File: config.mk
export PLATFORM = sky130hd
export DESIGN_NAME = ipv4_header_packet_filter_core_flat
export DESIGN_NICKNAME = d
export VERILOG_FILES = /design/src/rtl/core/ipf_pkg.sv /design/src/rtl/core/ipf_channels.sv /design/src/rtl/core/ipv4_header_packet_filter_core.sv /design/src/flat_wrapper.sv
export SDC_FILE = /design/constraint.sdc
export NUM_CORES = 1
export LEC_CHECK = 0
export BUFFER_PORTS_ARGS = -buffer_cell sky130_fd_sc_hd__buf_2
export CORE_UTILIZATION = 65
export CTS_BUF_LIST = sky130_fd_sc_hd__clkbuf_8
export CTS_CLUSTER_SIZE = 16
export DETAILED_ROUTE_END_ITERATION = 6
export PLACE_DENSITY_LB_ADDON = 0.25
export SLEW_MARGIN = 20
export SYNTH_ARGS = -nofsm -noshare
export SYNTH_HDL_FRONTEND = slang
export SYNTH_SLANG_ARGS = --single-unit
File: constraint.sdc
create_clock -name clk_i -period 7.9 [get_ports clk_i]
set_input_delay 0.79 -clock clk_i [delete_from_list [all_inputs] [get_ports clk_i]]
set_output_delay 0.79 -clock clk_i [all_outputs]
set_load 0.005 [all_outputs]
File: src/rtl/core/ipf_pkg.sv
// Shared types and constants for the IPv4 header packet filter.
package ipf_pkg;

  localparam int unsigned MaxFrameBytesDefault = 2048;

  localparam int unsigned CfgDataW  = 32;
  localparam int unsigned CfgIndexW = 3;

  localparam logic [15:0] EtherTypeIpv4 = 16'h0800;
  localparam int unsigned WordBytes     = 4;

  localparam logic [7:0] ProtoIcmp = 8'd1;
  localparam logic [7:0] ProtoTcp  = 8'd6;
  localparam logic [7:0] ProtoUdp  = 8'd17;

  // Frame offsets of the captured fields.
  localparam int unsigned OffEtherHi  = 12;
  localparam int unsigned OffEtherLo  = 13;
  localparam int unsigned OffIhl      = 14;
  localparam int unsigned OffProtocol = 23;
  localparam int unsigned OffSrcFirst = 26;
  localparam int unsigned OffSrcLast  = 29;
  localparam int unsigned OffDstFirst = 30;
  localparam int unsigned OffDstLast  = 33;

  // Minimum frame lengths needed to reach each field.
  localparam int unsigned MinLenEther    = 14;
  localparam int unsigned MinLenProtocol = 24;
  localparam int unsigned MinLenAddress  = 34;

  // Port offsets fit in 7 bits: 14 + 4 * 15 + 4 = 78.
  localparam int unsigned PortOffW = 7;

  typedef enum logic [2:0] {
    VerdictAccept   = 3'd0,
    VerdictLimit    = 3'd1,
    VerdictShort    = 3'd2,
    VerdictNotIpv4  = 3'd3,
    VerdictProtocol = 3'd4,
    VerdictAddress  = 3'd5,
    VerdictPort     = 3'd6
  } verdict_e;

  typedef enum logic [1:0] {
    ClassAny  = 2'd0,
    ClassTcp  = 2'd1,
    ClassUdp  = 2'd2,
    ClassIcmp = 2'd3
  } proto_class_e;

  typedef enum logic [CfgIndexW-1:0] {
    CfgProtocolNumber = 3'd0,
    CfgProtocolClass  = 3'd1,
    CfgAddrEnable     = 3'd2,
    CfgSrcAddr        = 3'd3,
    CfgDstAddr        = 3'd4,
    CfgSrcPort        = 3'd5,
    CfgDstPort        = 3'd6,
    CfgAcceptLimit    = 3'd7
  } cfg_index_e;

endpackage

File: src/rtl/core/ipf_channels.sv
// Valid/ready channel interfaces for frame bytes in and verdicts out.
interface ipf_byte_if;
  logic       valid;
  logic       ready;
  logic [7:0] frame_byte;
  logic       last_byte;

  modport source (output valid, output frame_byte, output last_byte, input ready);
  modport sink (input valid, input frame_byte, input last_byte, output ready);
endinterface

interface ipf_verdict_if;
  logic        valid;
  logic        ready;
  logic [2:0]  verdict;
  logic [7:0]  found_protocol;
  logic [15:0] found_source_port;
  logic [15:0] found_destination_port;
  logic [31:0] accepted_total;

  modport source (output valid, output verdict, output found_protocol,
                  output found_source_port, output found_destination_port,
                  output accepted_total, input ready);
  modport sink (input valid, input verdict, input found_protocol,
                input found_source_port, input found_destination_port,
                input accepted_total, output ready);
endinterface

File: src/rtl/core/ipv4_header_packet_filter_core.sv
// IPv4 five-tuple packet filter: byte-stream field capture and per-frame verdict.
//
//   Channel   Dir  Handshake     Payload
//   frame_i   in   valid/ready   frame_byte[7:0], last_byte
//   result_o  out  valid/ready   verdict[2:0], found_protocol[7:0], found ports[15:0] x2,
//                                accepted_total[31:0]
//   cfg_*_i   in   write enable  cfg_index_i[2:0], cfg_data_i[31:0]
//
// One byte is taken per cycle unless a last byte waits. A byte is held in the input register,
// then the capture and the verdict logic update the frame state and load the result register.
// Reset clears the configuration, the frame state, the accept counter and all valids.
// Only a last byte waits on a full result register; other bytes keep flowing.
module ipv4_header_packet_filter_core
  import ipf_pkg::*;
#(
  parameter int unsigned MAX_FRAME_BYTES = MaxFrameBytesDefault
) (
  input  logic                 clk_i,
  input  logic                 rst_ni,
  ipf_byte_if.sink             frame_i,
  ipf_verdict_if.source        result_o,
  input  logic                 cfg_we_i,
  input  logic [CfgIndexW-1:0] cfg_index_i,
  input  logic [CfgDataW-1:0]  cfg_data_i
);

  localparam int unsigned OffW = $clog2(MAX_FRAME_BYTES + 1);
  localparam logic [OffW-1:0] MaxOff = OffW'(MAX_FRAME_BYTES);

  // Configuration registers.
  logic [7:0]  proto_match_q;
  logic [1:0]  proto_class_q;
  logic [1:0]  addr_en_q;
  logic [31:0] src_addr_match_q;
  logic [31:0] dst_addr_match_q;
  logic [15:0] l4_src_match_q;
  logic [15:0] l4_dst_match_q;
  logic [31:0] accept_limit_q;

  always_ff @(posedge clk_i or negedge rst_ni) begin
    if (!rst_ni) begin
      proto_match_q    <= '0;
      proto_class_q    <= '0;
      addr_en_q        <= '0;
      src_addr_match_q <= '0;
      dst_addr_match_q <= '0;
      l4_src_match_q   <= '0;
      l4_dst_match_q   <= '0;
      accept_limit_q   <= '0;
    end else if (cfg_we_i) begin
      case (cfg_index_e'(cfg_index_i))
        CfgProtocolNumber: proto_match_q    <= cfg_data_i[7:0];
        CfgProtocolClass:  proto_class_q    <= cfg_data_i[1:0];
        CfgAddrEnable:     addr_en_q        <= cfg_data_i[1:0];
        CfgSrcAddr:        src_addr_match_q <= cfg_data_i;
        CfgDstAddr:        dst_addr_match_q <= cfg_data_i;
        CfgSrcPort:        l4_src_match_q   <= cfg_data_i[15:0];
        CfgDstPort:        l4_dst_match_q   <= cfg_data_i[15:0];
        CfgAcceptLimit:    accept_limit_q   <= cfg_data_i;
        default: ;
      endcase
    end
  end

  // Input register.
  logic       in_valid_q;
  logic [7:0] in_byte_q;
  logic       in_last_q;
  logic       advance;
  logic       in_ready;

  // A last byte can only move on when the result register is free or being emptied.
  assign advance  = !(in_last_q && result_o.valid && !result_o.ready);
  assign in_ready = !in_valid_q || advance;
  assign frame_i.ready = in_ready;

  always_ff @(posedge clk_i or negedge rst_ni) begin
    if (!rst_ni) begin
      in_valid_q <= 1'b0;
    end else if (in_ready) begin
      in_valid_q <= frame_i.valid;
    end
  end

  always_ff @(posedge clk_i) begin
    if (in_ready && frame_i.valid) begin
      in_byte_q <= frame_i.frame_byte;
      in_last_q <= frame_i.last_byte;
    end
  end

  // Frame state.
  logic [OffW-1:0] byte_offset_q, byte_offset_d;
  logic [3:0]      header_words_q, header_words_d;
  logic [15:0]     ether_type_q, ether_type_d;
  logic [7:0]      ip_protocol_q, ip_protocol_d;
  logic [31:0]     src_addr_q, src_addr_d;
  logic [31:0]     dst_addr_q, dst_addr_d;
  logic [15:0]     l4_src_q, l4_src_d;
  logic [15:0]     l4_dst_q, l4_dst_d;
  logic [31:0]     accepted_q, accepted_d;

  logic                capture;
  logic [OffW-1:0]     len;
  logic [PortOffW-1:0] port_base;
  logic [PortOffW-1:0] port_end;
  logic [OffW-1:0]     port_off;
  logic                is_l4;
  logic                ports_seen;
  verdict_e            verdict;

  always_comb begin
    capture        = byte_offset_q < MaxOff;
    header_words_d = header_words_q;
    ether_type_d   = ether_type_q;
    ip_protocol_d  = ip_protocol_q;
    src_addr_d     = src_addr_q;
    dst_addr_d     = dst_addr_q;
    l4_src_d       = l4_src_q;
    l4_dst_d       = l4_dst_q;

    if (capture) begin
      if (byte_offset_q == OffW'(OffEtherHi) || byte_offset_q == OffW'(OffEtherLo)) begin
        ether_type_d = {ether_type_q[7:0], in_byte_q};
      end
      if (byte_offset_q == OffW'(OffIhl)) begin
        header_words_d = in_byte_q[3:0];
      end
      if (byte_offset_q == OffW'(OffProtocol)) begin
        ip_protocol_d = in_byte_q;
      end
      if (byte_offset_q >= OffW'(OffSrcFirst) && byte_offset_q <= OffW'(OffSrcLast)) begin
        src_addr_d = {src_addr_q[23:0], in_byte_q};
      end
      if (byte_offset_q >= OffW'(OffDstFirst) && byte_offset_q <= OffW'(OffDstLast)) begin
        dst_addr_d = {dst_addr_q[23:0], in_byte_q};
      end
    end

    // Ports start after the IPv4 header, whose length may come from this very byte.
    port_base = PortOffW'(OffIhl) + PortOffW'({header_words_d, 2'b00});
    port_end  = port_base + PortOffW'(WordBytes);
    port_off  = OffW'(port_base);
    if (capture) begin
      if (byte_offset_q == port_off || byte_offset_q == port_off + OffW'(1)) begin
        l4_src_d = {l4_src_q[7:0], in_byte_q};
      end
      if (byte_offset_q == port_off + OffW'(2) || byte_offset_q == port_off + OffW'(3)) begin
        l4_dst_d = {l4_dst_q[7:0], in_byte_q};
      end
    end

    len        = capture ? byte_offset_q + OffW'(1) : byte_offset_q;
    is_l4      = (ip_protocol_d == ProtoTcp) || (ip_protocol_d == ProtoUdp);
    ports_seen = len >= OffW'(port_end);

    // Checks in priority order; the first failure decides.
    if (accept_limit_q != '0 && accepted_q >= accept_limit_q) begin
      verdict = VerdictLimit;
    end else if (len < OffW'(MinLenEther)) begin
      verdict = VerdictShort;
    end else if (ether_type_d != EtherTypeIpv4) begin
      verdict = VerdictNotIpv4;
    end else if (len < OffW'(MinLenProtocol)) begin
      verdict = VerdictShort;
    end else if (proto_match_q != '0 && ip_protocol_d != proto_match_q) begin
      verdict = VerdictProtocol;
    end else if ((proto_class_q == ClassTcp && ip_protocol_d != ProtoTcp)
              || (proto_class_q == ClassUdp && ip_protocol_d != ProtoUdp)
              || (proto_class_q == ClassIcmp && ip_protocol_d != ProtoIcmp)) begin
      verdict = VerdictProtocol;
    end else if (len < OffW'(MinLenAddress)) begin
      verdict = VerdictShort;
    end else if ((addr_en_q[0] && src_addr_d != src_addr_match_q)
              || (addr_en_q[1] && dst_addr_d != dst_addr_match_q)) begin
      verdict = VerdictAddress;
    end else if (is_l4 && !ports_seen) begin
      verdict = VerdictShort;
    end else if (is_l4 && ((l4_src_match_q != '0 && l4_src_d != l4_src_match_q)
                        || (l4_dst_match_q != '0 && l4_dst_d != l4_dst_match_q))) begin
      verdict = VerdictPort;
    end else begin
      verdict = VerdictAccept;
    end

    accepted_d = accepted_q;
    if (verdict == VerdictAccept && accepted_q != '1) begin
      accepted_d = accepted_q + 32'd1;
    end

    byte_offset_d = in_last_q ? '0 : len;
  end

  logic step;
  logic finish;
  assign step   = in_valid_q && advance;
  assign finish = step && in_last_q;

  always_ff @(posedge clk_i or negedge rst_ni) begin
    if (!rst_ni) begin
      byte_offset_q  <= '0;
      header_words_q <= '0;
      ether_type_q   <= '0;
      ip_protocol_q  <= '0;
      src_addr_q     <= '0;
      dst_addr_q     <= '0;
      l4_src_q       <= '0;
      l4_dst_q       <= '0;
      accepted_q     <= '0;
    end else if (step) begin
      byte_offset_q <= byte_offset_d;
      if (in_last_q) begin
        // The frame is done: clear all per-frame capture state.
        header_words_q <= '0;
        ether_type_q   <= '0;
        ip_protocol_q  <= '0;
        src_addr_q     <= '0;
        dst_addr_q     <= '0;
        l4_src_q       <= '0;
        l4_dst_q       <= '0;
        accepted_q     <= accepted_d;
      end else begin
        header_words_q <= header_words_d;
        ether_type_q   <= ether_type_d;
        ip_protocol_q  <= ip_protocol_d;
        src_addr_q     <= src_addr_d;
        dst_addr_q     <= dst_addr_d;
        l4_src_q       <= l4_src_d;
        l4_dst_q       <= l4_dst_d;
      end
    end
  end

  // Result register.
  logic        out_valid_q;
  verdict_e    out_verdict_q;
  logic [7:0]  out_proto_q;
  logic [15:0] out_l4_src_q;
  logic [15:0] out_l4_dst_q;
  logic [31:0] out_total_q;
  logic        proto_seen;

  assign proto_seen = len >= OffW'(MinLenProtocol);

  always_ff @(posedge clk_i or negedge rst_ni) begin
    if (!rst_ni) begin
      out_valid_q <= 1'b0;
    end else if (finish) begin
      out_valid_q <= 1'b1;
    end else if (result_o.ready) begin
      out_valid_q <= 1'b0;
    end
  end

  always_ff @(posedge clk_i) begin
    if (finish) begin
      out_verdict_q <= verdict;
      out_proto_q   <= proto_seen ? ip_protocol_d : 8'd0;
      out_l4_src_q  <= (is_l4 && proto_seen && ports_seen) ? l4_src_d : 16'd0;
      out_l4_dst_q  <= (is_l4 && proto_seen && ports_seen) ? l4_dst_d : 16'd0;
      out_total_q   <= accepted_d;
    end
  end

  assign result_o.valid                  = out_valid_q;
  assign result_o.verdict                = out_verdict_q;
  assign result_o.found_protocol         = out_proto_q;
  assign result_o.found_source_port      = out_l4_src_q;
  assign result_o.found_destination_port = out_l4_dst_q;
  assign result_o.accepted_total         = out_total_q;

  // The accept counter only ever grows.
  assert property (@(posedge clk_i) disable iff (!rst_ni)
    1'b1 |=> accepted_q >= $past(accepted_q))
    else $error("accept counter decreased");

  // The frame length never runs past the frame limit.
  assert property (@(posedge clk_i) disable iff (!rst_ni)
    byte_offset_q <= MaxOff)
    else $error("byte offset beyond frame limit");

  // A finished frame restarts at offset zero.
  assert property (@(posedge clk_i) disable iff (!rst_ni)
    finish |=> byte_offset_q == '0)
    else $error("byte offset not cleared after last byte");

  // An accepting verdict always comes with a nonzero total.
  assert property (@(posedge clk_i) disable iff (!rst_ni)
    out_valid_q && out_verdict_q == VerdictAccept |-> out_total_q != '0)
    else $error("accepted verdict with zero total");

  // Input back-pressure only comes from a last byte waiting on a full result register.
  assert property (@(posedge clk_i) disable iff (!rst_ni)
    !in_ready |-> in_valid_q && in_last_q && out_valid_q)
    else $error("input stalled without cause");

endmodule

File: src/flat_wrapper.sv
// flat-port wrapper written by rule: the top's interface ports become plain ports
module ipv4_header_packet_filter_core_flat import ipf_pkg::*;
#(
  parameter int unsigned MAX_FRAME_BYTES = MaxFrameBytesDefault
)
  (clk_i, rst_ni, cfg_we_i, cfg_index_i, cfg_data_i, frame_i_valid, frame_i_frame_byte, frame_i_last_byte, frame_i_ready, result_o_valid, result_o_verdict, result_o_found_protocol, result_o_found_source_port, result_o_found_destination_port, result_o_accepted_total, result_o_ready);
  ipf_byte_if frame_i_i ();
  ipf_verdict_if result_o_i ();
  input  logic clk_i;
  input  logic rst_ni;
  input  logic cfg_we_i;
  input  logic [CfgIndexW-1:0] cfg_index_i;
  input  logic [CfgDataW-1:0] cfg_data_i;
  input wire logic [$bits(frame_i_i.valid)-1:0] frame_i_valid;
  input wire logic [$bits(frame_i_i.frame_byte)-1:0] frame_i_frame_byte;
  input wire logic [$bits(frame_i_i.last_byte)-1:0] frame_i_last_byte;
  output wire logic [$bits(frame_i_i.ready)-1:0] frame_i_ready;
  output wire logic [$bits(result_o_i.valid)-1:0] result_o_valid;
  output wire logic [$bits(result_o_i.verdict)-1:0] result_o_verdict;
  output wire logic [$bits(result_o_i.found_protocol)-1:0] result_o_found_protocol;
  output wire logic [$bits(result_o_i.found_source_port)-1:0] result_o_found_source_port;
  output wire logic [$bits(result_o_i.found_destination_port)-1:0] result_o_found_destination_port;
  output wire logic [$bits(result_o_i.accepted_total)-1:0] result_o_accepted_total;
  input wire logic [$bits(result_o_i.ready)-1:0] result_o_ready;
  assign frame_i_i.valid = frame_i_valid;
  assign frame_i_i.frame_byte = frame_i_frame_byte;
  assign frame_i_i.last_byte = frame_i_last_byte;
  assign frame_i_ready = frame_i_i.ready;
  assign result_o_valid = result_o_i.valid;
  assign result_o_verdict = result_o_i.verdict;
  assign result_o_found_protocol = result_o_i.found_protocol;
  assign result_o_found_source_port = result_o_i.found_source_port;
  assign result_o_found_destination_port = result_o_i.found_destination_port;
  assign result_o_accepted_total = result_o_i.accepted_total;
  assign result_o_i.ready = result_o_ready;
  ipv4_header_packet_filter_core #(.MAX_FRAME_BYTES(MAX_FRAME_BYTES)) u_core (.clk_i(clk_i), .rst_ni(rst_ni), .frame_i(frame_i_i), .result_o(result_o_i), .cfg_we_i(cfg_we_i), .cfg_index_i(cfg_index_i), .cfg_data_i(cfg_data_i));
endmodule
Word level (Yosys, flattened, before mapping)
Index checks and enable logic that the tools add are counted.
- muxes and demuxes: 36
- order comparisons: 11
- $add $sub $neg: 7
- reductions and logical operators: 50
- eq/ne operators: 30
- operator list (operator ; number):
    32-bit 2-to-1 mux ; 7
    16-bit 2-to-1 mux ; 9
    32-bit inequality test ; 2
    12-bit equality test ; 3
    12-bit by 4-bit equality test with 1-bit output (second input constant) ; 3
    12-bit by 5-bit greater-or-equal comparator with 1-bit output (second input constant) ; 3
    32-bit by 1-bit adder with 32-bit output (second input constant) ; 1
    32-bit greater-or-equal comparator ; 1
    16-bit inequality test ; 2
    32-bit inequality test (second input constant) ; 1
    16-bit nonzero test ; 2
    32-bit nonzero test ; 1
    3-bit 2-to-1 mux ; 10
    12-bit 2-to-1 mux ; 2
    8-bit 2-to-1 mux ; 3
    1-bit logical AND ; 21
    2-bit AND reduction ; 9
    7-bit by 2-bit adder with 8-bit output (second input constant) ; 2
    16-bit by 12-bit inequality test with 1-bit output (second input constant) ; 1
    12-bit by 1-bit adder with 12-bit output (second input constant) ; 1
    12-bit by 5-bit equality test with 1-bit output (second input constant) ; 1
    12-bit by 7-bit equality test with 1-bit output ; 1
    3-bit equality test (second input constant) ; 4
    12-bit by 7-bit greater-or-equal comparator with 1-bit output ; 1
    26 further kinds ; 43
- register bits after elaboration: 394

Depth between registers and ports, before layout
Gate-level depths: netlist of the first run.
- depth after elaboration: 26
- mapped depth: 18
- mapped depth without buffers: 15

Worst setup path after synthesis of the first run
OpenSTA, ideal clock, no wires.
- path type: input to register
- start point: in result_o_ready
- end point: reg u_core.accepted_q[1]
- required time: 7.775 ns
- library setup time: 0.125 ns
- arrival time: 3.994 ns
- path buffers: 2
- setup slack: 3.781 ns
- stages on the path: 9
- path through: or3_1 > and2_1 > clkbuf_1 > nand2_1 > inv_1 > nand2_1 > nor3_4 > buf_6 > mux2_4
- longest elaborated chain between the ends: 5
- ends and longest elaborated chain (what ; line ; source):
    from (decl) ; flat_wrapper.sv:24 ; input wire logic [$bits(result_o_i.ready)-1:0] result_o_ready;
    1-bit logical NOT ; ipv4_header_packet_filter_core.sv:73 ; assign advance = !(in_last_q && result_o.valid && !result_o.ready);
    1-bit logical AND ; ipv4_header_packet_filter_core.sv:73 ;
    1-bit logical NOT ; ipv4_header_packet_filter_core.sv:73 ;
    1-bit logical AND ; ipv4_header_packet_filter_core.sv:196 ; assign step = in_valid_q && advance;
    2-bit AND reduction (no line) ; - ;
    to (signal assigned) ; ipv4_header_packet_filter_core.sv:221 ; accepted_q <= accepted_d;
    to (decl) ; ipv4_header_packet_filter_core.sv:101 ; logic [31:0] accepted_q, accepted_d;
Every way passes these cells.
A chain may end at the register's enable or synchronous reset.

Worst setup path after layout of the first run
- start point: reg u_core.byte_offset_q[4]
- end point: reg u_core.out_total_q[17], in the netlist u_core.result_o.accepted_total[17], data pin
- longest elaborated chain between the ends: 26
- ends and longest elaborated chain (what ; line ; source):
    from (decl) ; ipv4_header_packet_filter_core.sv:93 ; logic [OffW-1:0] byte_offset_q, byte_offset_d;
    from (signal assigned) ; ipv4_header_packet_filter_core.sv:211 ; byte_offset_q <= byte_offset_d;
    branches (longest 21 deep; another with 12-bit < comparator) ; - ;
    3-bit 2-to-1 mux (*) ; ipv4_header_packet_filter_core.sv:160 ; end else if (len < OffW'(MinLenEther)) begin
    3-bit 2-to-1 mux (*) ; ipv4_header_packet_filter_core.sv:158 ; if (accept_limit_q != '0 && accepted_q >= accept_limit_q) begin
    3-bit logical NOT (*) ; ipv4_header_packet_filter_core.sv:187 ; if (verdict == VerdictAccept && accepted_q != '1) begin
    1-bit logical AND (*) ; ipv4_header_packet_filter_core.sv:187 ;
    32-bit 2-to-1 mux (*) ; ipv4_header_packet_filter_core.sv:187 ;
    net u_core.accepted_d[17] ; ipv4_header_packet_filter_core.sv:101 ;
    to (signal assigned) ; ipv4_header_packet_filter_core.sv:261 ; out_total_q <= accepted_d;
    to (decl) ; ipv4_header_packet_filter_core.sv:240 ; logic [31:0] out_total_q;
Mark *: on every way through the listed nets, which the timed path passes.

==> results of run 1 <==
==> worst reg2reg max path: stages, from the launching register on <==
cell      delay, ps
dfrtp_1         540
and4bb_1        440
and4_1          650
mux2i_4         350
mux2i_1         220
nor3_1          300
o211a_1         640
mux2i_1         220
a22o_1          370
o41ai_4         510
nand3_1         710
nor3_1          470
xor2_1          100
==> path summary, 6_finish.rpt <==
path	slack (ps)	from	to
hold reg to reg	510	u_core.ether_type_q[11]$_DFFE_PN0P_	u_core.ether_type_q[11]$_DFFE_PN0P_
setup reg to reg	2100	u_core.byte_offset_q[4]$_DFFE_PN0P_	u_core.result_o.accepted_total[17]$_DFFE_PP_
max in group asynchronous	6450	rst_ni	u_core.src_addr_q[28]$_DFFE_PN0P_
min in group clk_i	340	frame_i_last_byte	u_core.in_last_q$_DFFE_PP_
setup / recovery	2100	u_core.byte_offset_q[4]$_DFFE_PN0P_	u_core.result_o.accepted_total[17]$_DFFE_PP_
hold / removal	210	rst_ni	u_core.header_words_q[3]$_DFFE_PN0P_
==> registers in the layout, indices dropped and copies added, names as in the netlist, 4 cells and up <==
signal	count
u_core.dst_addr_match_q	32
u_core.l4_src_q	16
u_core.result_o.accepted_total	32
u_core.byte_offset_q	12
u_core.result_o.found_source_port	16
u_core.src_addr_q	32
u_core.l4_dst_match_q	16
u_core.in_byte_q	8
u_core.l4_src_match_q	16
u_core.accept_limit_q	32
u_core.accepted_q	32
u_core.src_addr_match_q	32
u_core.l4_dst_q	16
u_core.header_words_q	4
u_core.result_o.found_destination_port	16
u_core.dst_addr_q	32
u_core.proto_match_q	8
u_core.result_o.found_protocol	8
u_core.ip_protocol_q	8
u_core.ether_type_q	16
==> synthesized netlist by cell type (5+ instances only) <==
library cell / number / area (sq um)
xnor2_1: 109 / 955
edfxtp_1: 84 / 2520
nand4b_1: 8 / 70.1
nor4_1: 51 / 319
a21oi_1: 33 / 165
o211ai_1: 5 / 37.5
mux2_2: 133 / 1500
o21ai_1: 5 / 25.0
and4_1: 6 / 52.6
nor3_1: 27 / 135
clkbuf_1: 67 / 251
nand4_1: 40 / 250
a221oi_1: 7 / 61.3
nand2b_1: 29 / 181
a22o_1: 98 / 858
and3_1: 15 / 93.8
nor2b_1: 13 / 81.3
dfrtp_1: 310 / 7760
o221ai_1: 5 / 43.8
mux2i_1: 33 / 330
nor2_1: 93 / 349
a32o_1: 7 / 70.1
o21ai_0: 73 / 365
buf_2: 9 / 45.0
and2_1: 5 / 31.3
nand2_1: 146 / 548
a21o_1: 9 / 67.6
xor2_1: 98 / 858
or3_1: 8 / 50.1
o2bb2ai_1: 5 / 43.8
inv_1: 94 / 353
a211oi_1: 12 / 90.1
o22ai_1: 23 / 144
a2111oi_0: 7 / 61.3
ha_1: 44 / 551
nand3_1: 41 / 205
o31ai_1: 6 / 45.0
==> metrics by stage <==
| stage | hold WS (ps) | cell area, sq um | total power [mW] | utilization | std cells |
|---|---|---|---|---|---|
| floorplan | 465 | 20300 | 2.90 | - | 1834 |
| global placement | 485 | 21300 | 3.14 | 0.693 | 2289 |
| detailed placement | 489 | 21300 | 3.17 | 0.693 | 2289 |
| CTS | 213 | 22700 | 5.09 | 0.740 | 2405 |
| global route | 251 | 22700 | 5.28 | 0.740 | 2405 |
| finish | 210 | 22700 | 5.10 | 0.740 | 2405 |
==> cell type report <==
type                       instances  area, sq um
tap                              396          495
timing repair buffer             145          786
fill                            2106         7970
sequential                       394        10300
inverter                          94          354
clock buffer                      79         1090
multi-input combinational       1260         9360
clock inverter                    37          337
==> report_power, final <==
group,switching [mW],internal (mW)
clock,0.836,1.10
combinational,0.352,0.316
sequential,0.236,2.25
==> logic make-up (layout without fill, tap and decap cells) <==
group	after synthesis	after routing
mux	169	169
buf+inv	180	355
fa+ha+maj	44	44
xor+xnor	207	207
flops	394	394
simple gates	508	508
compound gates	332	332
==> per-layer routing <==
layer / up-vias / routed length [um]
met5: - / 0
li1: 6899 / -
met3: 150 / 4830
met4: 0 / 2210
met1: 7809 / 23900
met2: 864 / 26300
==> summary.md, run 1 <==
| Metric | Value |
|---|---|
| Residual DRC | `6` |
| Worst-Margin Slew | `1100 ps` |
| Met3 Use GR | `0.0628` |
| Gate Count Post-Synth | `1834` |
| LEAKAGE | `10.1 nW` |
| Post-synthesis mux area share | `0.0924` |
| CP endpoint kind | `flop` |
| Setup WS post-layout | `2100 ps` |
| Final ANT Viol Nets | `0` |
| Critical path depth | `12` |
| Post-synth net total | `around 1900` |
| Slew Limit Fails | `0` |
| Worst-path clk slew | `70 ps` |
| Die Wd | `179 um` |
| GRT busiest layer | `met2` |
| Post-CTS Hold Buffers | `0` |
| Root buf cell | `clkbuf_8` |
| IO buf count | `125` |
| Critical path's top delay family | `simple AND/OR/NAND/NOR gates` |
| Clock buffer depth | `3` |
| Netlist cell types | `81` |
| Failing checks | `DRC` |
| Critical-path top delay cell | `nand3_1` |
| Via-to-Cell Ratio | `6.54` |
| Initial Util | `0.663` |
| Most frequent cells in the layout | `dfrtp_1, nand2_1, mux2_2` |
| Initial antenna violation count | `2` |
| CTS Sinks | `approximately 390` |
| Via count | `around 16000` |
| Compound-gate portion of the synthesized area | `0.121` |
| PD cells | `225 mW/mm^2` |
| CP Launch Type | `flop` |
| First-pass DRT Iterations | `7` |
| Total CTS buffers | `just over 60` |
| Synth Area in XOR/XNOR | `0.0891` |
| Asr flop ratio synth | `0.787` |
| Synth warn | `0` |
| Placer congestion estimate | `~0.99` |
| Die H | `179 um` |
| Final Cycle Share | `0.734` |
| I/O pins | `126` |
| Leading cell type in the layout, fill and taps excluded | `dfrtp_1` |
| Fmax | `approximately 0.17 GHz` |
| Synth Register Bits | `394` |
| Nets | `about 2000` |
| H-tree Lvls | `2` |
| Pre-CTS WS | `~2200 ps` |
| Crit path max fanout | `22` |
| Post-DP HPWL | `approximately 40000 um` |
| Worst path bufs/invs | `0` |
| Met1 usage | `0.510` |
| Largest net degree at the start of global routing | `94` |
| Vias in the first global route | `between 15000 and 20000` |
| Layout cells sized above 1 | `0.205` |
| Total wire length | `57300 um` |
| Crit path required time | `~8200 ps` |
| Syn Area/Cell | `11.1 sq um` |
| GRT Util Overall | `0.368` |
| Grt ovf | `0` |
| Avg WL per Cell | `~24 um` |
| Synth Cell Area | `0.0203 sq mm` |
| Core region area | `0.0307 sq mm` |
| Row count | `between 60 and 70` |
| Seq/Total Area, Yosys | `0.505` |
| IR drop worst, VDD | `0.181 mV` |
| R2R cell count | `12` |
| Crit-path cells | `and4bb_1, and4_1, mux2i_4, mux2i_1, nor3_1, o211a_1, mux2i_1, a22o_1, o41ai_4, nand3_1, nor3_1, xor2_1` |
| Number of gates resized after cts | `0` |
| Largest family of logic cells by synthesized area | `simple AND/OR/NAND/NOR gates` |
| Crit path time final | `between 5000 and 6000 ps` |
| Post-synthesis adder-cell area fraction | `0.0271` |
| N_diodes | `0` |
| Max-cap violations | `0` |
| Setup Fix Bufs, Post-CTS | `0` |
| Slew headroom | `0.260` |
| Clock skew | `27.2 ps` |
| Die outline area | `between 0.03 and 0.04 sq mm` |
| Hold crit path type | `in2async` |
| Final Hold Viols | `0` |
| RSZ-0062 raised after global routing | `false` |
| Worst setup path category | `reg2reg` |
| Sum Neg Setup Slack | `0 ps` |
| Main synth FF type | `dfrtp_1` |
| Final Setup Violations | `0` |
| Crit path DAT | `6140 ps` |
| Post-synth EDFFs | `84` |
| Slowest stage delay, CP | `710 ps` |
| First-pass GRT wire length | `88400 um` |
| Area growth from synthesis to layout | `11.6%` |
| CTS tree | `done` |
| Synth Area in Simple Gates | `0.130` |
| Outcome | `finished with violations` |
| Worst skew pair latency | `620 ps` |
| Iteration-0 DRC Markers | `1863` |
| Met2 Use GR | `0.580` |
Power figures use the tool's default switching activity.
==> run 2: changes to the inputs <==
--- a/config.mk
+++ b/config.mk
@@ -6,7 +6,7 @@
 export NUM_CORES = 1
 export LEC_CHECK = 0
 export BUFFER_PORTS_ARGS = -buffer_cell sky130_fd_sc_hd__buf_2
-export CORE_UTILIZATION = 65
+export CORE_UTILIZATION = 57
 export CTS_BUF_LIST = sky130_fd_sc_hd__clkbuf_8
 export CTS_CLUSTER_SIZE = 16
 export DETAILED_ROUTE_END_ITERATION = 6
==> constraint.sdc (replaced) <==
create_clock -name clk_i -period 4.9 [get_ports clk_i]
set_input_delay 0.49 -clock clk_i [delete_from_list [all_inputs] [get_ports clk_i]]
set_output_delay 0.49 -clock clk_i [all_outputs]
set_load 0.005 [all_outputs]
==> run 2 against run 1 <==
The run now ends clean. First-iteration DRC count decreased by 22%. Fmax increased by 25%. Non-clock buffer count increased by 33. Clock power increased by 52%.
==> summary.md, run 2 (synthesis results as in run 1) <==
| Metric | Value |
|---|---|
| CTS tree | `done` |
| Root buf cell | `clkbuf_8` |
| Hold crit path type | `in2reg` |
| Highest routed layer | `met4` |
| Core region area | `about 0.035 sq mm` |
| Crit path DAT | `4980 ps` |
| Final Cycle Share | `0.946` |
| Total wire length | `58700 um` |
| H-tree Lvls | `3` |
| Avg WL per Cell | `23.5 um` |
| Post-DP HPWL | `42300 um` |
| LEAKAGE | `10.2 nW` |
| Nets | `2087` |
| Slew headroom | `0.311` |
| Grt ovf | `0` |
| Worst skew pair latency | `630 ps` |
| N_diodes | `0` |
| Die outline area | `0.0365 sq mm` |
| Slew Limit Fails | `0` |
| Worst-path clk slew | `60 ps` |
| Die Wd | `191 um` |
| Crit path time final | `~4600 ps` |
| Total CTS buffers | `66` |
| Max-cap violations | `0` |
| IR drop worst, VDD | `between 0.3 and 0.4 mV` |
| R2R cell count | `13` |
| Final Setup Violations | `0` |
| Hold depth | `1` |
| Power Total | `around 8.0 mW` |
| Layout cells sized above 1 | `0.211` |
| Met2 routed WL | `27400 um` |
| Worst-Margin Slew | `~1000 ps` |
| Iteration-0 DRC Markers | `1460` |
| Sum Neg Setup Slack | `0 ps` |
| Leading cell type in the layout, fill and taps excluded | `dfrtp_1` |
| Fmax | `around 0.22 GHz` |
| Initial Util | `0.585` |
| Final ANT Viol Nets | `0` |
| First-pass GRT wire length | `90900 um` |
| Hold Path Sink | `u_core.in_last_q$_DFFE_PP_` |
| I/O pins | `126` |
| Worst r2r dst | `u_core.result_o.accepted_total[26]$_DFFE_PP_` |
| RSZ-0062 raised after global routing | `false` |
| Largest net degree at the start of global routing | `114` |
| PD cells | `~350 mW/mm^2` |
| Area growth from synthesis to layout | `12.8%` |
| Crit path required time | `5250 ps` |
| IO buf count | `125` |
| Via-to-Cell Ratio | `6.22` |
| Setup Fix Bufs, Post-CTS | `0` |
| Most frequent cells in the layout | `dfrtp_1, nand2_1, mux2_2` |
| Clock skew | `32.4 ps` |
| Worst R2R Start | `u_core.byte_offset_q[11]$_DFFE_PN0P_` |
| Vias in the first global route | `approximately 15000` |
| R2R setup slack | `about 270 ps` |
| Placer congestion estimate | `0.976` |
| First-pass DRT Iterations | `6` |
| GRT Util Overall | `0.333` |
| Met1 Routed Length | `about 25000 um` |
| Met3 routed WL | `3880 um` |
| Residual DRC | `0` |
| Clock buffer depth | `3` |
| Row count | `just under 70` |
| Crit path max fanout | `13` |
| Outcome | `complete, no violations` |
| Initial antenna violation count | `1` |
| Worst setup path category | `reg2reg` |
| CP Launch Type | `flop` |
| CTS Sinks | `394` |
| Final Hold Viols | `0` |
| Die H | `191 um` |
| CP endpoint kind | `flop` |
| Hold_sp | `frame_i_last_byte` |
| Via count | `15500` |
| Placed cells | `2380` |
| Final non-filler cell total | `2500` |
## run 2: cell count changes in the layout (fill, tap and decap cells not counted), moves of 3 or more
cell,before,now
buf_4,20,49
clkinvlp_4,1,6
inv_1,104,115
clkinv_2,16,7
buf_12,0,3
bufinv_16,6,2
## run 2: layout make-up
cell class / count / area [sq um]
well taps: 455 / 569
fillers: 2734 / 11800
multi-input cells: 1260 / 9350
clock buffers: 79 / 1090
repair buffers: 178 / 1070
inverters: 94 / 354
flip-flops and latches: 394 / 10300
clock inverters: 40 / 238
## run 2: how the worst max path moves through the flow
stage                     depth (start not counted)                                            to  slack [ps]                                  from
after floorplan                                  13   u_core.result_o.accepted_total[1]$_DFFE_PP_         870   u_core.byte_offset_q[7]$_DFFE_PN0P_
after global placement                           13   u_core.result_o.accepted_total[1]$_DFFE_PP_         440  u_core.byte_offset_q[11]$_DFFE_PN0P_
after detailed placement                         12   u_core.result_o.accepted_total[1]$_DFFE_PP_         370  u_core.byte_offset_q[11]$_DFFE_PN0P_
after CTS                                        13   u_core.result_o.accepted_total[1]$_DFFE_PP_         340  u_core.byte_offset_q[11]$_DFFE_PN0P_
after global routing                             13  u_core.result_o.accepted_total[26]$_DFFE_PP_          70  u_core.byte_offset_q[11]$_DFFE_PN0P_
final                                            13  u_core.result_o.accepted_total[26]$_DFFE_PP_         270  u_core.byte_offset_q[11]$_DFFE_PN0P_
## run 2: power by group
group          total (mW)  internal [mW]  switching, mW
combinational        1.09          0.519          0.576
clock                2.94           1.57           1.36
sequential           4.02           3.64          0.380
## run 2: per-stage QoR
step / setup slack (ps) / hold slack [ps] / cell area [sq um] / utilization
5_1_grt: 65.4 / 11.3 / 23000 / 0.660
6_report: 265 / 43.3 / 23000 / 0.660
3_5_place_dp: 366 / 490 / 21600 / 0.621
4_1_cts: 344 / 9.33 / 23000 / 0.660
2_1_floorplan: 869 / 194 / 20300 / -
3_3_place_gp: 441 / 484 / 21600 / 0.621
## run 2: worst max-delay path, cell delays in order, from the launching register on
cell	delay, ps
dfrtp_1	530
and4bb_1	440
and4_1	210
buf_4	230
mux2i_4	280
mux2i_1	210
nor3_1	340
o211a_1	320
mux2i_1	120
a22o_1	320
o41a_4	540
nor4b_4	490
and3_1	240
xor2_1	60
## run 2: per-layer routing
layer,global-route usage,vias up
met5,0,-
li1,-,6980
met3,0.0598,122
met1,0.457,7850
met2,0.527,594
met4,0.122,0
## run 2: timing repair
item                      4_1_cts  5_1_grt
hold buffers                    1        0
gates resized for setup         0        0
hold endpoints to repair       56        0
==> run 3: changes to the inputs <==
--- a/config.mk
+++ b/config.mk
@@ -6,7 +6,7 @@
 export NUM_CORES = 1
 export LEC_CHECK = 0
 export BUFFER_PORTS_ARGS = -buffer_cell sky130_fd_sc_hd__buf_2
-export CORE_UTILIZATION = 57
+export CORE_UTILIZATION = 65
 export CTS_BUF_LIST = sky130_fd_sc_hd__clkbuf_8
 export CTS_CLUSTER_SIZE = 16
 export DETAILED_ROUTE_END_ITERATION = 6
==> constraint.sdc (replaced) <==
create_clock -name clk_i -period 5.65 [get_ports clk_i]
set_input_delay 0.565 -clock clk_i [delete_from_list [all_inputs] [get_ports clk_i]]
set_output_delay 0.565 -clock clk_i [all_outputs]
set_load 0.005 [all_outputs]
==> run 3 against run 2 <==
Worst setup slack gained 520 ps. Critical path depth shrank 1. Largest power group unchanged. Non-clock buffer count shrank 25. Largest cell class unchanged.
==> summary.md, run 3 (synthesis results as in run 1) <==
| Metric | Value |
|---|---|
| Outcome | `complete, no violations` |
| Core region area | `slightly above 0.03 sq mm` |
| Vias in the first global route | `15600` |
| Row count | `64` |
| Avg WL per Cell | `23.9 um` |
| Worst setup path category | `reg2reg` |
| Crit path time final | `4860 ps` |
| Via-to-Cell Ratio | `6.56` |
| N_diodes | `0` |
| Final ANT Viol Nets | `0` |
| Final Hold Viols | `0` |
| Crit path max fanout | `24` |
| CTS Sinks | `around 400` |
| Final Setup Violations | `0` |
| H-tree Lvls | `3` |
| Die H | `179 um` |
| Final Cycle Share | `0.860` |
| Total CTS buffers | `67` |
| Worst skew pair latency | `between 600 and 700 ps` |
| CP Launch Type | `flop` |
| Most frequent cells in the layout | `dfrtp_1, nand2_1, mux2_2` |
| Max-cap violations | `0` |
| Leading cell type in the layout, fill and taps excluded | `dfrtp_1` |
| Setup WS post-layout | `788 ps` |
| Residual DRC | `0` |
| I/O pins | `126` |
| LEAKAGE | `10.1 nW` |
| Post-DP HPWL | `40600 um` |
| Worst-path clk slew | `60 ps` |
| Area growth from synthesis to layout | `11.4%` |
| Die Wd | `between 150 and 200 um` |
| Worst-Margin Slew | `approximately 1100 ps` |
| Total wire length | `57700 um` |
| Hold crit path type | `in2async` |
| Post-CTS Hold Buffers | `0` |
| Root buf cell | `clkbuf_8` |
| IO buf count | `125` |
| Slew headroom | `0.233` |
| Sum Neg Setup Slack | `0 ps` |
| Initial antenna violation count | `2` |
| Crit path DAT | `5190 ps` |
| Slew Limit Fails | `0` |
| Iteration-0 DRC Markers | `about 1900` |
| Post-layout util | `0.739` |
| Largest net degree at the start of global routing | `130` |
| Number of gates resized after cts | `0` |
| Nets | `2063` |
| Via count | `~16000` |
| Setup Fix Bufs, Post-CTS | `0` |
| Placer congestion estimate | `0.990` |
| PD cells | `307 mW/mm^2` |
| GRT Util Overall | `0.372` |
| Clock buffer depth | `3` |
| Layout cells sized above 1 | `0.206` |
| First-pass GRT wire length | `89300 um` |
| RSZ-0062 raised after global routing | `false` |
| Clock skew | `between 30 and 40 ps` |
| Power Total | `6.95 mW` |
| Fmax | `0.206 GHz` |
| Initial Util | `0.663` |
| Die outline area | `0.0320 sq mm` |
| First-pass DRT Iterations | `6` |
| Crit path required time | `5980 ps` |
| CTS tree | `done` |
| Grt ovf | `0` |
| CP endpoint kind | `flop` |
| Pre-CTS WS | `between 800 and 900 ps` |
| IR drop worst, VDD | `0.243 mV` |
==> run 3: cell types whose count changed in the layout (fill, tap and decap cells not counted), moves of 2 or more <==
cell,before,now
clkinvlp_4,6,3
clkinv_1,3,0
inv_1,115,110
inv_6,1,3
buf_4,49,26
clkinv_2,7,15
==> run 3: path summary, 6_finish.rpt <==
check                                                    startpoint                                            to  slack (ps)  cells past startpoint
worst max-delay path            u_core.byte_offset_q[4]$_DFFE_PN0P_  u_core.result_o.accepted_total[26]$_DFFE_PP_         790                     12
worst max register to register  u_core.byte_offset_q[4]$_DFFE_PN0P_  u_core.result_o.accepted_total[26]$_DFFE_PP_         790                     12
worst min register to register    u_core.dst_addr_q[29]$_DFFE_PN0P_             u_core.dst_addr_q[29]$_DFFE_PN0P_         510                      1
worst min-delay path                                         rst_ni             u_core.accepted_q[22]$_DFFE_PN0P_          40                      1
max in group asynchronous                                    rst_ni         u_core.l4_src_match_q[15]$_DFFE_PN0P_        4140                      2
min in group clk_i                                frame_i_last_byte                    u_core.in_last_q$_DFFE_PP_         150                      1
==> run 3: per-stage QoR <==
step                      cell area [sq um]  hold WS [ps]  std cells
after global placement                21400           487       2297
final                                 22700          43.2       2415
after global routing                  22700           130       2415
after CTS                             22700           122       2415
after floorplan                       20300           269       1834
after detailed placement              21400           492       2297
==> run 3: worst max-delay path: stages (launching register included) <==
cell and delay (ps):
dfrtp_1 550, and4bb_1 440, and4_1 410, mux2i_1 220
a211oi_2 410, nand3_4 390, mux2i_1 250, a211oi_1 270
a31oi_1 230, o41a_4 530, nor4b_4 530, and3_1 260
xor2_1 70
==> run 3: layout make-up <==
cell class | count | area (sq um)
sequential | 394 | 10300
multi-input combinational | 1260 | 9350
fill | 2120 | 8000
clock buffer | 78 | 1070
timing repair buffer | 153 | 871
tap | 396 | 495
inverter | 94 | 354
clock inverter | 40 | 240
==> run 3: report_power, final <==
part	total (mW)	switching (mW)	internal, mW
clock	2.52	1.20	1.32
sequential	3.48	0.330	3.15
combinational	0.945	0.499	0.446
==> run 3: layer usage <==
layer	global-route usage	vias to the layer above	wire length (um)
li1	-	6929	-
met1	0.506	7848	23200
met2	0.581	885	26600
met4	0.175	0	2580
met5	0	-	0
met3	0.0653	178	5320
